--- config.mk ---
export PLATFORM = sky130hd
export DESIGN_NAME = crp_decode
export DESIGN_NICKNAME = d
export VERILOG_FILES = /design/src/rtl/core/crp_pkg.sv /design/src/rtl/core/crp_decode.sv
export SDC_FILE = /design/constraint.sdc
export NUM_CORES = 1
export LEC_CHECK = 0
export CORE_AREA = 2 2 39 41
export DETAILED_ROUTE_END_ITERATION = 10
export DIE_AREA = 0 0 41 43
export DONT_BUFFER_PORTS = 1
export SYNTH_ARGS = -nofsm -noshare
export SYNTH_HDL_FRONTEND = slang
export SYNTH_SLANG_ARGS = --single-unit
export TNS_END_PERCENT = 20
--- constraint.sdc ---
create_clock -name vclk -period 1.21
set_input_delay 0.242 -clock vclk [all_inputs]
set_output_delay 0.242 -clock vclk [all_outputs]
set_load 0.02 [all_outputs]
--- src/rtl/core/crp_pkg.sv ---
// Shared types and constants for the cell range reference parser.
// No dependencies; every other file of the block imports this package.
`default_nettype none

package crp_pkg;

    // Payload field widths
    localparam int TEXT_W      = 8;
    localparam int ROW_FIELD_W = 18;
    localparam int COL_FIELD_W = 24;

    // Character codes and radix constants
    localparam logic [7:0] CHAR_NUL     = 8'h00;
    localparam logic [7:0] CHAR_COLON   = 8'h3A;
    localparam logic [7:0] CHAR_ZERO    = 8'h30;
    localparam logic [7:0] CHAR_NINE    = 8'h39;
    localparam logic [7:0] CHAR_UPPER_A = 8'h41;
    localparam logic [7:0] CHAR_UPPER_Z = 8'h5A;
    localparam logic [7:0] CHAR_LOWER_A = 8'h61;
    localparam logic [7:0] CHAR_LOWER_Z = 8'h7A;
    localparam logic [7:0] CASE_OFFSET  = 8'd32;
    localparam int         COL_RADIX    = 26;

    // Classification of one text byte
    typedef struct packed {
        logic       is_zero;
        logic       is_letter;
        logic       is_digit;
        logic       is_colon;
        logic [4:0] letter_value;   // 1 for A up to 26 for Z
        logic [3:0] digit_value;
    } t_byte_class;

    // Largest bijective base-26 column with n letters (ZZ..Z)
    function automatic longint col_max_value(input int n);
        longint sum;
        longint pw;
        sum = 0;
        pw  = 1;
        for (int k = 0; k < n; k++) begin
            pw  = pw * COL_RADIX;
            sum = sum + pw;
        end
        return sum;
    endfunction

endpackage

`default_nettype wire

--- src/rtl/core/crp_decode.sv ---
// Byte classifier: folds case and splits a text byte into letter, digit, colon, zero.
// Depends on crp_pkg.
`default_nettype none

module crp_decode
    import crp_pkg::*;
(
    input  wire logic [TEXT_W-1:0] i_byte,
    output t_byte_class            o_class
);

    logic [TEXT_W-1:0] w_upper;
    logic [TEXT_W-1:0] w_letter_off;
    logic [TEXT_W-1:0] w_digit_off;

    // Fold lower case onto upper case
    always_comb begin
        if (i_byte >= CHAR_LOWER_A && i_byte <= CHAR_LOWER_Z) begin
            w_upper = i_byte - CASE_OFFSET;
        end else begin
            w_upper = i_byte;
        end
    end

    assign w_letter_off = w_upper - CHAR_UPPER_A + 8'd1;
    assign w_digit_off  = w_upper - CHAR_ZERO;

    // Classify the folded byte
    always_comb begin
        o_class.is_zero      = (i_byte == CHAR_NUL);
        o_class.is_letter    = (w_upper >= CHAR_UPPER_A) && (w_upper <= CHAR_UPPER_Z);
        o_class.is_digit     = (w_upper >= CHAR_ZERO) && (w_upper <= CHAR_NINE);
        o_class.is_colon     = (w_upper == CHAR_COLON);
        o_class.letter_value = w_letter_off[4:0];
        o_class.digit_value  = w_digit_off[3:0];
    end

endmodule

`default_nettype wire

==> flow_metrics.env <==
export IMPL_cp_arrival_ps=1210
export IMPL_dp_cells=36
export IMPL_drv_slew=0
export IMPL_initial_core_util_pct=12.93
export IMPL_power_switching_share_pct=50.56
export IMPL_die_x_um=41
export IMPL_outcome="finished with violations"
export IMPL_maxCapViolCount=0
export IMPL_crit_path_max_fanout=5
export IMPL_design_seq_count=0
export IMPL_fin_tns_setup_ps=-408.2
export IMPL_fin_crit_sh_pct=120.2
export IMPL_rsz0062_at_grt="yes"
export IMPL_gp_routability_congestion=0.6373
export IMPL_ios=21
export IMPL_synth_top_area_cell="buf_4"
export IMPL_grt_max_degree=7
export IMPL_final_fill_count=159
export IMPL_synthCells=25
export IMPL_cp_required_ps=970
export IMPL_worst_path_buf_inv=1
export IMPL_finalNonFillerCells=36
export IMPL_start_kind="primary input"
export IMPL_core_area_um2=1384
export IMPL_io_buffers=0
export IMPL_worstHoldEndpoint="o_class[8]"
export IMPL_netlist_area_um2=178.9
export IMPL_ys_top_cells_by_count="buf_4, a21oi_1, inv_1, nand2_1, nor2_1"
export IMPL_hold_slack_ps=484.0
export IMPL_crit_path_end_kind="output pin"
export IMPL_drtAntennaViolNets=0
export IMPL_power_clock_fraction_pct=0
export IMPL_critPathTopFamily="simple AND/OR/NAND/NOR gates"
export IMPL_comb_power_share_pct=100.0
export IMPL_syn_num_nets=34
export IMPL_drt_iter0_markers=6
export IMPL_min_period_ps=1454
export IMPL_first_pass_iters=3
export IMPL_power_mw=0.02517
export IMPL_fin_ws_ps=-244.1
export IMPL_cts_hold_buf=0
export IMPL_grt_pass1_wl_um=565
export IMPL_power_density_nw_per_um2=154.8
export IMPL_clock_fmax_ghz=0.6877
export IMPL_syn_area_per_cell_um2=7.157
export IMPL_setup_violations=2
export IMPL_critPathKind="primary input to output pin"
export IMPL_p_sw_mw=0.01273
export IMPL_crit_path_top_delay_cell="or4_4"
export IMPL_ir_drop_mv=0.04582
export IMPL_overflow=0
export IMPL_final_nets=31
export IMPL_worstPathCellList="or2_1 > or4_4 > nor4_4 > buf_4"
export IMPL_hold_depth=0
export IMPL_p_leak_nw=0.06265
export IMPL_p_int_mw=0.01244
export IMPL_synth_cell_types=13
export IMPL_hp_class="primary input to output pin"
export IMPL_clock_buffers=0
export IMPL_crit_path_max_incr_delay_ps=440
export IMPL_grt_use_total_pct=4.296
export IMPL_post_cts_setup_buffers=0
export IMPL_max_slew_margin_rel_pct=79.31
export IMPL_num_vias=134
export IMPL_syn2layout_area_growth_pct=-9.091
export IMPL_finalHoldViolations=0
export IMPL_num_rows=14
export IMPL_synth_top_area_share_pct=37.76
export IMPL_drive_above_1_share_pct=35.00
export IMPL_yosysWarnings=0
export IMPL_grt_pass1_vias=138
export IMPL_die_area_um2=1763
export IMPL_p_seq_share_pct=0
export IMPL_die_h_um=43
export IMPL_ys_seq_area_share_pct=0
export IMPL_wl_per_cell_um=9.944
export IMPL_antenna_found_initial=0
export IMPL_wirelength_um=358
export IMPL_synth_top_cells_by_area="buf_4, nor4_4, ha_1"
export IMPL_diodes=0
export IMPL_drc=0
export IMPL_seq_area_um2=0
export IMPL_tightest_slew_ps=307.6
export IMPL_violations="setup timing"
export IMPL_yosysMostFrequentCell="buf_4"
export IMPL_viasPerCell=3.722
export IMPL_multi_input_area_um2=105.1
export IMPL_hp_start="i_byte[4]"
placed cells by master (no fill, tap or decap), drive strengths merged:
cell type	instances
a21oi	2
buf	4
ha	1
inv	2
nand2	2
nand3	1
nor2	2
nor4	2
o2111a	1
o21ai	1
or2	1
or4	1
how the worst max path moves through the flow:
stage                         start           to  slack, ps  depth (start not counted)
final                     i_byte[2]  o_class[12]       -240                          4
after global routing      i_byte[2]  o_class[12]       -290                          4
after CTS                 i_byte[2]  o_class[12]       -260                          4
after detailed placement  i_byte[2]  o_class[12]       -250                          4
after global placement    i_byte[2]  o_class[12]       -250                          4
after floorplan           i_byte[2]  o_class[12]       -210                          3
cell families after synthesis:
kind of cell | after synthesis | synth area share [%]
buffers and inverters | 11 | 41.96
AOI/OAI and AO/OA | 4 | 14.68
adders and majority gates | 1 | 6.992
and+or+nand+nor | 9 | 36.37
stage by stage:
stage	setup slack, ps	utilization, %	cell area, um^2
global placement	-248.1	11.66	161.4
detailed placement	-251.3	11.66	161.4
CTS	-255.5	11.75	162.7
global route	-294.7	11.75	162.7
floorplan	-208.4	-	178.9
finish	-244.1	11.75	162.7
power by group through the flow:
| stage | logic (mW) | clock network, mW | registers [mW] |
|---|---|---|---|
| 3_3_place_gp | 0.0239 | 0 | 0 |
| 3_5_place_dp | 0.0253 | 0 | 0 |
| 2_1_floorplan | 0.0620 | 0 | 0 |
| 4_1_cts | 0.0258 | 0 | 0 |
| 5_1_grt | 0.0291 | 0 | 0 |
| 6_report | 0.0252 | 0 | 0 |
metal layers:
layer / share of wire [%] / up-vias / routed length (um) / GRT usage, %
met5: 0 / - / 0 / 0
met4: 0 / 0 / 0 / 0
met3: 25 / 0 / 91 / 2.618
met2: 35 / 15 / 126 / 6.875
met1: 39 / 50 / 140 / 5.063
li1: - / 69 / - / -
layout make-up:
type	count	area share, %
Timing Repair Buffer	4	18.46
Inverter	2	4.615
Multi-Input combinational cell	14	64.62
Tap cell	16	12.31
what timing repair did:
action | CTS | global route
gates resized for setup | 1 | 0
cloned | 0 | 0
endpoints found under the setup margin | 2 | 2
pin swaps | 0 | 0
(Power assumes the default switching activity.)
